## config.mk

```make
export PLATFORM = sky130hd
export DESIGN_NAME = tablet_packet_decoder_top
export DESIGN_NICKNAME = d
export VERILOG_FILES = /design/src/design/tpd_pkg.sv /design/src/design/tablet_packet_decoder_top.sv /design/src/design/tpd_decode.sv
export SDC_FILE = /design/constraint.sdc
export NUM_CORES = 1
export LEC_CHECK = 0
export ABC_AREA = 1
export BUFFER_PORTS_ARGS = -buffer_cell sky130_fd_sc_hd__buf_4
export CAP_MARGIN = 20
export CORE_MARGIN = 2
export CORE_UTILIZATION = 53
export DETAILED_ROUTE_END_ITERATION = 10
export HOLD_SLACK_MARGIN = 0.05
export PLACE_DENSITY = 0.75
export RECOVER_POWER = 100
export SLEW_MARGIN = 5
export SYNTH_ARGS = -nofsm -noshare
export SYNTH_HDL_FRONTEND = slang
export SYNTH_SLANG_ARGS = --single-unit
```

## constraint.sdc

```tcl
create_clock -name clk -period 3.5 [get_ports clk]
set_input_delay 0.35 -clock clk [delete_from_list [all_inputs] [get_ports clk]]
set_output_delay 0.35 -clock clk [all_outputs]
set_load 0.02 [all_outputs]
```

## src/design/tpd_pkg.sv

```systemverilog
// shared types and constants for the tablet packet decoder
// no dependencies; used by tpd_decode and tablet_packet_decoder_top
package tpd_pkg;

    // tablet type codes, a code not listed decodes as the 7-byte family
    localparam logic [2:0] TT_CROSS     = 3'd0;
    localparam logic [2:0] TT_NINE_BYTE = 3'd6;
    localparam logic [2:0] TT_RESET     = 3'd3;

    // record lengths in bytes
    localparam int REC_LEN_CROSS = 5;
    localparam int REC_LEN_SEVEN = 7;
    localparam int REC_LEN_NINE  = 9;

    // bytes the decoder looks at
    localparam int DEC_BYTES = 9;

    // nine-byte packet kinds, matched on byte 0
    localparam logic [7:0] ID_MASK  = 8'hfc;
    localparam logic [7:0] ID_CODE  = 8'hc0;
    localparam logic [7:0] OOP_MASK = 8'hfe;
    localparam logic [7:0] OOP_CODE = 8'h80;
    localparam logic [7:0] PEN_MASK = 8'hb8;
    localparam logic [7:0] PEN_CODE = 8'ha0;

    // stylus tip id, anything else counts as the eraser end
    localparam logic [10:0] TIP_TOOL_ID = 11'h022;

    // pen pressure: raw 10-bit value offset by 512, button 0 at raw >= 32
    localparam logic [9:0] PRESS_BTN_RAW = 10'd32;
    // 7-byte pressure lift when the range bit is clear
    localparam logic [9:0] PRESS_LIFT    = 10'd127;

    localparam int RES_W     = 49;
    localparam int OUT_TDATA_W = 56;
    localparam int OUT_PAD_W = OUT_TDATA_W - RES_W;

    typedef logic [DEC_BYTES-1:0][7:0] record_view_t;
    typedef logic [1:0][11:0] tool_id_t;

    // first member sits in the top bits, is_puck ends up at bit 0
    typedef struct packed {
        logic              eraser;
        logic signed [9:0] pressure;
        logic              touching;
        logic [3:0]        button_bits;
        logic [15:0]       raw_y;
        logic [15:0]       raw_x;
        logic              is_puck;
    } result_t;

    typedef struct packed {
        logic        we;
        logic        tool;
        logic [11:0] word;
    } id_update_t;

endpackage

```

## src/design/tablet_packet_decoder_top.sv

```systemverilog
// top level of the tablet packet decoder: byte register, record framing, result register
// depends on tpd_pkg and tpd_decode
//
// takes one serial byte per word on the slave stream and gives one decoded tablet event per
// word on the master stream. while hunting, bytes with bit 7 clear are dropped; a byte with
// bit 7 set opens a record of 5 (cross), 9 (nine-byte tool-id type) or 7 (all other types)
// bytes, and the bytes after it are taken whatever their bit 7. a complete record gives one
// event, except nine-byte id, out-of-proximity and unknown packets, which give none; an id
// packet stores the tool's id word used for the eraser flag. rate: one byte per clock cycle,
// sustained, as long as the master side takes results. an accepted byte sits in the byte
// register until the result register has room, and then framing and field decode load any
// event into the result register. while a result waits, the byte register still takes the
// next byte, and the slave side then stalls. writing tablet_type drops any partial record and
// returns to hunting; stored id words are kept. write it only while the block is idle.
module tablet_packet_decoder_top #(
    parameter int MAX_RECORD_BYTES = 9
) (
    input  logic                              clk,
    input  logic                              rst_n,
    // configuration: tablet_type
    input  logic                              cfg_wr_en,
    input  logic [2:0]                        cfg_wr_data,
    // input stream, tdata: rx_byte [7:0]
    input  logic                              s_axis_tvalid,
    output logic                              s_axis_tready,
    input  logic [7:0]                        s_axis_tdata,
    // output stream, tdata: is_puck [0], raw_x [16:1], raw_y [32:17],
    // button_bits [36:33], touching [37], pressure [47:38], eraser [48], zero [55:49]
    output logic                              m_axis_tvalid,
    input  logic                              m_axis_tready,
    output logic [tpd_pkg::OUT_TDATA_W-1:0]   m_axis_tdata
);

    localparam int IDX_W = $clog2(MAX_RECORD_BYTES);

    // configuration
    logic [2:0]              tablet_type_reg;

    // byte register
    logic                    in_valid_reg;
    logic [7:0]              in_byte_reg;

    // framing state
    logic                    in_record_reg;
    logic [IDX_W-1:0]        byte_count_reg;
    logic [7:0]              rec_store_reg [MAX_RECORD_BYTES];
    tpd_pkg::tool_id_t       tool_id_reg;

    // result register
    logic                    out_valid_reg;
    tpd_pkg::result_t        out_res_reg;

    // framing and decode
    logic                    advance;
    logic                    take;
    logic [IDX_W-1:0]        rec_idx;
    logic [IDX_W-1:0]        last_idx;
    logic                    rec_done;
    tpd_pkg::record_view_t   rec_view;
    logic                    dec_emit;
    tpd_pkg::result_t        dec_res;
    tpd_pkg::id_update_t     dec_id_upd;

    // the byte register moves on when the result register has room
    assign advance       = in_valid_reg && (!out_valid_reg || m_axis_tready);
    assign s_axis_tready = !in_valid_reg || advance;

    // a byte counts while inside a record, or when it opens one
    assign take    = in_record_reg || in_byte_reg[7];
    assign rec_idx = in_record_reg ? byte_count_reg : '0;

    always_comb
    begin
        case (tablet_type_reg)
            tpd_pkg::TT_CROSS:     last_idx = IDX_W'(tpd_pkg::REC_LEN_CROSS - 1);
            tpd_pkg::TT_NINE_BYTE: last_idx = IDX_W'(tpd_pkg::REC_LEN_NINE - 1);
            default:               last_idx = IDX_W'(tpd_pkg::REC_LEN_SEVEN - 1);
        endcase
    end

    assign rec_done = take && (rec_idx == last_idx);

    // the last byte of a record comes straight from the byte register
    always_comb
    begin
        for (int i = 0; i < tpd_pkg::DEC_BYTES; i++)
        begin
            rec_view[i] = (rec_idx == IDX_W'(i)) ? in_byte_reg : rec_store_reg[i];
        end
    end

    tpd_decode u_decode (
        .tablet_type (tablet_type_reg),
        .rec         (rec_view),
        .tool_id     (tool_id_reg),
        .emit        (dec_emit),
        .res         (dec_res),
        .id_upd      (dec_id_upd)
    );

    always_ff @(posedge clk or negedge rst_n)
    begin
        if (!rst_n)
        begin
            tablet_type_reg <= tpd_pkg::TT_RESET;
            in_valid_reg    <= 1'b0;
            in_record_reg   <= 1'b0;
            byte_count_reg  <= '0;
            tool_id_reg     <= '0;
            out_valid_reg   <= 1'b0;
        end
        else
        begin
            // byte register
            if (s_axis_tready)
            begin
                in_valid_reg <= s_axis_tvalid;
            end

            // result register loads a new event, else drains when taken
            if (!cfg_wr_en && advance && rec_done && dec_emit)
            begin
                out_valid_reg <= 1'b1;
            end
            else if (m_axis_tvalid && m_axis_tready)
            begin
                out_valid_reg <= 1'b0;
            end

            if (cfg_wr_en)
            begin
                // new tablet type, back to hunting
                tablet_type_reg <= cfg_wr_data;
                in_record_reg   <= 1'b0;
                byte_count_reg  <= '0;
            end
            else if (advance && take)
            begin
                if (rec_done)
                begin
                    in_record_reg  <= 1'b0;
                    byte_count_reg <= '0;
                    if (dec_id_upd.we)
                    begin
                        tool_id_reg[dec_id_upd.tool] <= dec_id_upd.word;
                    end
                end
                else
                begin
                    in_record_reg  <= 1'b1;
                    byte_count_reg <= rec_idx + 1'b1;
                end
            end
        end
    end

    // payload registers
    always_ff @(posedge clk)
    begin
        if (s_axis_tready && s_axis_tvalid)
        begin
            in_byte_reg <= s_axis_tdata;
        end
        if (advance && take && !rec_done)
        begin
            rec_store_reg[rec_idx] <= in_byte_reg;
        end
        if (advance && rec_done && dec_emit)
        begin
            out_res_reg <= dec_res;
        end
    end

    assign m_axis_tvalid = out_valid_reg;
    assign m_axis_tdata  = {{tpd_pkg::OUT_PAD_W{1'b0}}, out_res_reg};

`ifndef SYNTHESIS
    // inside a record the count sits between the opening byte and the last byte
    assert property (@(posedge clk) disable iff (!rst_n)
        in_record_reg |-> (byte_count_reg != '0) && (byte_count_reg <= last_idx))
        else $error("byte count out of record range");

    // hunting always restarts from the first slot
    assert property (@(posedge clk) disable iff (!rst_n)
        !in_record_reg |-> (byte_count_reg == '0))
        else $error("byte count not cleared while hunting");

    // id words change only for the nine-byte type
    assert property (@(posedge clk) disable iff (!rst_n)
        (tablet_type_reg != tpd_pkg::TT_NINE_BYTE) |=> $stable(tool_id_reg))
        else $error("tool id word written outside nine-byte mode");

    // a result appears only when a byte moved through framing
    assert property (@(posedge clk) disable iff (!rst_n)
        (!advance && !out_valid_reg) |=> !out_valid_reg)
        else $error("result without a framed byte");
`endif

endmodule

```

## src/design/tpd_decode.sv

```systemverilog
// field decode of one complete tablet record
// depends on tpd_pkg for the record view, result and id update types
module tpd_decode (
    input  logic [2:0]           tablet_type,
    input  tpd_pkg::record_view_t rec,
    input  tpd_pkg::tool_id_t    tool_id,
    output logic                 emit,
    output tpd_pkg::result_t     res,
    output tpd_pkg::id_update_t  id_upd
);

    logic [7:0] b0, b1, b2, b3, b4, b5, b6;
    logic       tool;
    logic [9:0] press_raw;
    logic [9:0] press_seven;

    assign b0 = rec[0];
    assign b1 = rec[1];
    assign b2 = rec[2];
    assign b3 = rec[3];
    assign b4 = rec[4];
    assign b5 = rec[5];
    assign b6 = rec[6];

    assign tool        = b0[0];
    assign press_raw   = {b5[2:0], b6[6:0]};
    assign press_seven = {3'd0, b6[5:0], b3[2]} + (b6[6] ? 10'd0 : tpd_pkg::PRESS_LIFT);

    always_comb
    begin
        emit   = 1'b0;
        res    = '0;
        id_upd = '0;
        unique case (tablet_type)
            tpd_pkg::TT_CROSS:
            begin
                emit            = 1'b1;
                res.raw_x       = {2'd0, b2[6:0], b1[6:0]};
                res.raw_y       = {2'd0, b4[6:0], b3[6:0]};
                res.button_bits = {2'd0, b0[1:0]};
                res.touching    = b0[5];
            end
            tpd_pkg::TT_NINE_BYTE:
            begin
                res.eraser = (tool_id[tool][10:0] != tpd_pkg::TIP_TOOL_ID);
                if ((b0 & tpd_pkg::ID_MASK) == tpd_pkg::ID_CODE)
                begin
                    id_upd.we   = 1'b1;
                    id_upd.tool = tool;
                    id_upd.word = {b1[6:0], b2[6:2]};
                end
                else if ((b0 & tpd_pkg::OOP_MASK) == tpd_pkg::OOP_CODE)
                begin
                    emit = 1'b0;  // tool left proximity
                end
                else if ((b0 & tpd_pkg::PEN_MASK) == tpd_pkg::PEN_CODE)
                begin
                    emit            = 1'b1;
                    res.raw_x       = {b1[6:0], b2[6:0], b3[6:5]};
                    res.raw_y       = {b3[4:0], b4[6:0], b5[6:3]};
                    // raw - 512 in ten bits is a flip of the top bit
                    res.pressure    = {~press_raw[9], press_raw[8:0]};
                    res.button_bits = {1'b0, b0[2:1], press_raw >= tpd_pkg::PRESS_BTN_RAW};
                    res.touching    = b0[6];
                end
            end
            default:
            begin
                emit            = 1'b1;
                res.is_puck     = ~b0[5];
                res.raw_x       = {2'd0, b1[6:0], b2[6:0]};
                res.raw_y       = {2'd0, b4[6:0], b5[6:0]};
                res.button_bits = b3[6:3];
                res.touching    = b0[6];
                res.pressure    = press_seven;
            end
        endcase
    end

endmodule

```

After elaboration in Yosys (flattened, before gate mapping)
Memories as Yosys holds them, arrays and structs flattened.
Cells that the tools add are included.
{ "op_classes": {"addsub": 2, "mul": 0, "div_mod_pow": 0, "n_lt_le_gt_ge": 4, "eq_ne": 12, "n_shift": 0, "mux": 36, "n_bitwise": 3, "n_reduce_logical": 25} }
{ "op_table": {"columns": ["operator", "n"], "rows": [
  ["47-bit two-way mux", 3],
  ["37-bit one-hot mux with 2 select lines", 1],
  ["7-bit two-way mux", 7],
  ["14-bit two-way mux", 2],
  ["24-bit bitwise mux", 1],
  ["11-bit two-way mux", 2],
  ["10-bit one-hot mux with 2 select lines", 1],
  ["4-bit two-way mux", 4],
  ["12-bit demux with 1-bit select", 1],
  ["4-bit by 3-bit equality test with 1-bit output (second input constant)", 3],
  ["1-bit logical AND", 12],
  ["12-bit two-way mux", 1],
  ["1-bit two-way mux", 11],
  ["11-bit by 6-bit != test with 1-bit output (second input constant)", 1],
  ["7-bit by 10-bit adder with 10-bit output", 1],
  ["10-bit by 6-bit >= comparator with 1-bit output (second input constant)", 1],
  ["4-bit by 2-bit equality test with 1-bit output (second input constant)", 2],
  ["8-bit two-way mux", 1],
  ["4-bit one-hot mux with 2 select lines", 1],
  ["7-bit equality test (second input constant)", 1],
  ["6-bit equality test (second input constant)", 1],
  ["4-bit by 1-bit adder with 4-bit output (second input constant)", 1],
  ["4-bit by 1-bit equality test with 1-bit output (second input constant)", 1],
  ["4-bit equality test", 1],
  ["12 further kinds", 21]
]} }
{ "totals": {"reg_bits": 91, "latch_bits": 0, "mem_bits_rw": 72, "rom_bits": 0, "inputBits": 16, "wordCells": 98, "memories": 1} }
{ "mem_list": {"columns": ["memory", "words", "word_bits", "rd", "rd_ports_with_merged_regs", "write_ports", "line", "rtl"], "rows": [
  ["rec_store_reg", 9, 8, 7, 0, 1, "tablet_packet_decoder_top.sv:46", "logic [7:0] rec_store_reg [MAX_RECORD_BYTES];"]
]} }

Longest topological paths before layout
{ "logic_depth": {"depth_word": 11, "mapped_depth": 18} }

Hierarchy
From an unflattened synthesis, not the netlist that was laid out.
{ "hier_totals": {"cells_unflattened": 752, "area_unflattened_um2": 7579.8} }
{ "by_module_without_submodules": {"columns": ["mod", "instances", "cells_per_inst", "area_per_inst_um2", "seq_area_each_um2"], "rows": [
  ["tablet_packet_decoder_top", 1, 509, 6324.8, 4727.0],
  ["tpd_decode", 1, 243, 1255.0, 0.0]
]} }

Least setup slack after synthesis
Ideal clock, no wire load.
{ "synth_path": {"kind": "register to register", "start": "reg in_record_reg", "end": "reg out_res_reg (netlist bit m_axis_tdata[0]) (enable)", "arrival_ns": 3.331, "t_required_ns": 3.044, "path_slack_ns": -0.286, "stages_incl_launch_ff": 11, "n_path_buf": 2, "period_less_slack_ns": 3.786, "path_cell_list": "dfrtp_1 buf_4 o21ai_2 nand2_2 buf_6 nand2_1 nand2_4 nand2_2 o21ai_0 nand2_1 nor2_1"} }
{ "synth_between": {"elab_chain_len": 9, "word_cells_on_any_way": 15} }
{ "synth_lines": {"columns": ["element", "line", "rtl"], "rows": [
  ["start: declaration", "tablet_packet_decoder_top.sv:44", "logic in_record_reg;"],
  ["start signal: assignment", "tablet_packet_decoder_top.sv:107", "in_record_reg <= 1'b0;"],
  ["start signal: assignment", "tablet_packet_decoder_top.sv:134", "in_record_reg <= 1'b0;"],
  ["start signal: assignment", "tablet_packet_decoder_top.sv:141", "in_record_reg <= 1'b0;"],
  ["4-bit two-way mux", "tablet_packet_decoder_top.sv:70", "assign rec_idx = in_record_reg ? byte_count_reg : '0;"],
  ["4-bit logical NOT", "tablet_packet_decoder_top.sv:88", "rec_view[i] = (rec_idx == IDX_W'(i)) ? in_byte_reg : rec_store_reg[i];"],
  ["8-bit two-way mux", "tablet_packet_decoder_top.sv:88", null],
  ["4-bit equality test", "tpd_decode.sv:56", "else if ((b0 & tpd_pkg::PEN_MASK) == tpd_pkg::PEN_CODE)"],
  ["1-bit two-way mux", "tpd_decode.sv:56", null],
  ["1-bit two-way mux", "tpd_decode.sv:52", "else if ((b0 & tpd_pkg::OOP_MASK) == tpd_pkg::OOP_CODE)"],
  ["1-bit two-way mux", "tpd_decode.sv:46", "if ((b0 & tpd_pkg::ID_MASK) == tpd_pkg::ID_CODE)"],
  ["1-bit two-way mux", "tpd_decode.sv:34", "unique case (tablet_type)"],
  ["1-bit logical AND *", "tablet_packet_decoder_top.sv:168", "if (advance && rec_done && dec_emit)"],
  ["end signal: assignment", "tablet_packet_decoder_top.sv:170", "out_res_reg <= dec_res;"],
  ["end: declaration", "tablet_packet_decoder_top.sv:51", "tpd_pkg::result_t out_res_reg;"]
]} }
Mark *: on every way between the ends. The rest lies on a longest branch, timed or not.
A chain may end at the register's enable or synchronous reset.

==> metrics <==
commonest non-fill, non-tap cell in the layout=nand2_1; GPL Wtd Cong=0.881; clock latency on the worst-skew pair=0.42 ns; Starting Density=54.9%; GRT Util Overall=23.7%; path type of the worst min-delay path=primary input to flip-flop; Reg2Reg Depth=7; Buffers on Ports=66; Avg Vias per Cell=5.40; drt wl/cell=16.3 microns; total global routing overflow=0; Seq/Total Area, Yosys=60.4%; post-route ant nets=0; first-pass GRT wire length=23.9 mm; Clock Path Buffers=2; commonest non-fill, non-tap cells in the layout=nand2_1 (218), edfxtp_1 (107), inv_1 (79), o21ai_0 (64), clkbuf_1 (61); leakage=3.31 nW; Cells after Synth=687; synthesized flop and latch total=139; Hold Crit Depth=1; Worst EP required=3.66 ns; Layout area overhead=15.4%; worst slew pin tran=1.74 ns; clock tree from TritonCTS=built; Max-Slew Margin vs Limit=-16.2%; critical path peak fanout=21; CP startpoint=tablet_type_reg[1]$_DFFE_PN1P_; register-to-register setup slack=0.23 ns; maximum clock rate=306 MHz; Final Hold Fails=0; Clock Sinks=139; largest net degree at the start of global routing=50; Synth area leader=edfxtp_1; fraction of registers with async set/reset=23.0%; WL final=15.3 mm; Diodes inserted=0; DR iter-0 viols=684; power per standard cell area=526 nW/um^2; CTS H-tree lvls=4; CP Capture Type=flip-flop; # nets final=782; row count=40; period utilization=93.4%; syn avg cell area=9.68 sq um; final setup violation count=0; Peak VDD IR=0.320 mV; ranking of synthesized cells by area=edfxtp_1 (48%), nand2_1 (12%), dfrtp_1 (11%); Startpoint Class=flip-flop; drt drc=0; Final Skew=0.00645 ns; number of flip-flops in the largest register=50; pre-CTS setup slack=0.567 ns; clock transition at the registers of the reported paths=0.06 ns; Die X=116 microns; end point of the critical path=m_axis_tdata[2]$_DFFE_PP_; failing checks=max-capacitance violations, max-slew violations; Slew Limit Fails=33; DRT Pass-1 Iters=5; min Tclk post-route=3.27 ns; crit path DAT=3.43 ns; total CTS buffers=17; R2R Path Start=tablet_type_reg[1]$_DFFE_PN1P_; core area=12,100 sq um; root buffer cell=clkbuf_16; Yosys cell types=39; initial antenna violation count=0; post-synth top area share=48.3%; maxcap violations=1; fill cell count=1,010; ys flop type=edfxtp_1; cell area after synthesis=6650 sq um; number of synthesized flops with an enable pin=107; Die Height=116 microns; post-CTS setup repair buffer count=0; outcome=complete, but fails checks; critical path class=flip-flop to flip-flop; die area=13,500 sq um; dpl hpwl=10.6 mm; r2r endpoint=m_axis_tdata[2]$_DFFE_PP_; Via Count=5,072; proportion of layout cells with a drive suffix above 1=8.95%; Setup TNS=0 ns; Ys Warns=0; RSZ-0062 raised after global routing=false; Final WS setup=0.230 ns; vias in the first global route=4,754; io pins=74
## report_power, final
group / leakage (nW) / switching, W / internal [W]
combinational: 1.60 / 0.000172 / 0.0000659
clock: 0.309 / 0.000665 / 0.00130
sequential: 1.40 / 0.0000189 / 0.00181
total: 3.31 / 0.000857 / 0.00318
## worst max-delay path, stage by stage (launching register included)
cell,delay [ns]
dfstp_1,0.54
nand3_1,0.39
nand2_1,0.22
clkbuf_1,0.79
inv_1,0.58
nand2_1,0.18
o21ai_0,0.09
o21bai_2,0.19
## worst min-delay path by stage
stage,start,to
6_report,s_axis_tdata[4],in_byte_reg[4]$_DFFE_PP_
5_1_grt,s_axis_tdata[5],in_byte_reg[5]$_DFFE_PP_
4_1_cts,s_axis_tdata[4],in_byte_reg[4]$_DFFE_PP_
3_5_place_dp,rst_n,tool_id_reg[5]$_DFFE_PN0P_
3_3_place_gp,rst_n,tool_id_reg[5]$_DFFE_PN0P_
2_1_floorplan,rst_n,byte_count_reg[0]$_DFFE_PN0P_
## through the flow
stage / cell area (sq um) / cells / hold slack, ns / util (%) / total power [W]
2_1_floorplan: 6680 / 693 / 0.0544 / - / 0.00203
3_3_place_gp: 7260 / 906 / 0.305 / 59.9 / 0.00211
3_5_place_dp: 7260 / 906 / 0.312 / 59.9 / 0.00211
4_1_cts: 7920 / 939 / 0.0949 / 65.4 / 0.00406
5_1_grt: 7670 / 939 / 0.110 / 63.3 / 0.00416
6_report: 7670 / 939 / 0.123 / 63.3 / 0.00403
## cells by family (layout without fill, tap and decap cells)
kind of cell | after synthesis | in the layout | synth area share (%)
XOR/XNOR | 2 | 2 | 0.263
AO/OA/AOI/OAI | 105 | 105 | 8.88
other | 1 | 7 | 0.0564
buffers and inverters | 112 | 190 | 7.62
adder cells (fa/ha/maj) | 8 | 8 | 1.62
flip-flops | 139 | 139 | 60.4
AND/OR/NAND/NOR | 320 | 320 | 21.2
## cell usage after synthesis (all sizes together) (3+ instances only)
library cell and n:
a21oi 10, buf 25, clkbuf 6, dfrtp 30, edfxtp 107, ha 7
inv 80, nand2 222, nand3 25, nand4 28, nor2 35, nor3 3
o21ai 77, o21bai 4, o22ai 11
## what timing repair did
item	4_1_cts	5_1_grt
endpoints found under the hold margin	30	0
resized for setup	0	0
hold buffers	1	0
## per-layer routing
| layer | vias up | share of wire, % | global-route usage [%] |
|---|---|---|---|
| li1 | 2436 | - | - |
| met1 | 2363 | 43 | 32.4 |
| met2 | 241 | 47 | 36.2 |
| met3 | 32 | 8.0 | 4.97 |
| met4 | 0 | 2.5 | 11.9 |
| met5 | - | 0 | 0 |
## final cells by class
cell class	instances	area, sq um	area share [%]
clock inverters	11	191	2.50
multi-input cells	442	2130	27.8
flip-flops and latches	139	4020	52.4
well taps	168	210	2.74
clock buffers	21	460	6.00
inverters	81	304	3.96
repair buffers	77	359	4.68
(Power assumes the default switching activity.)
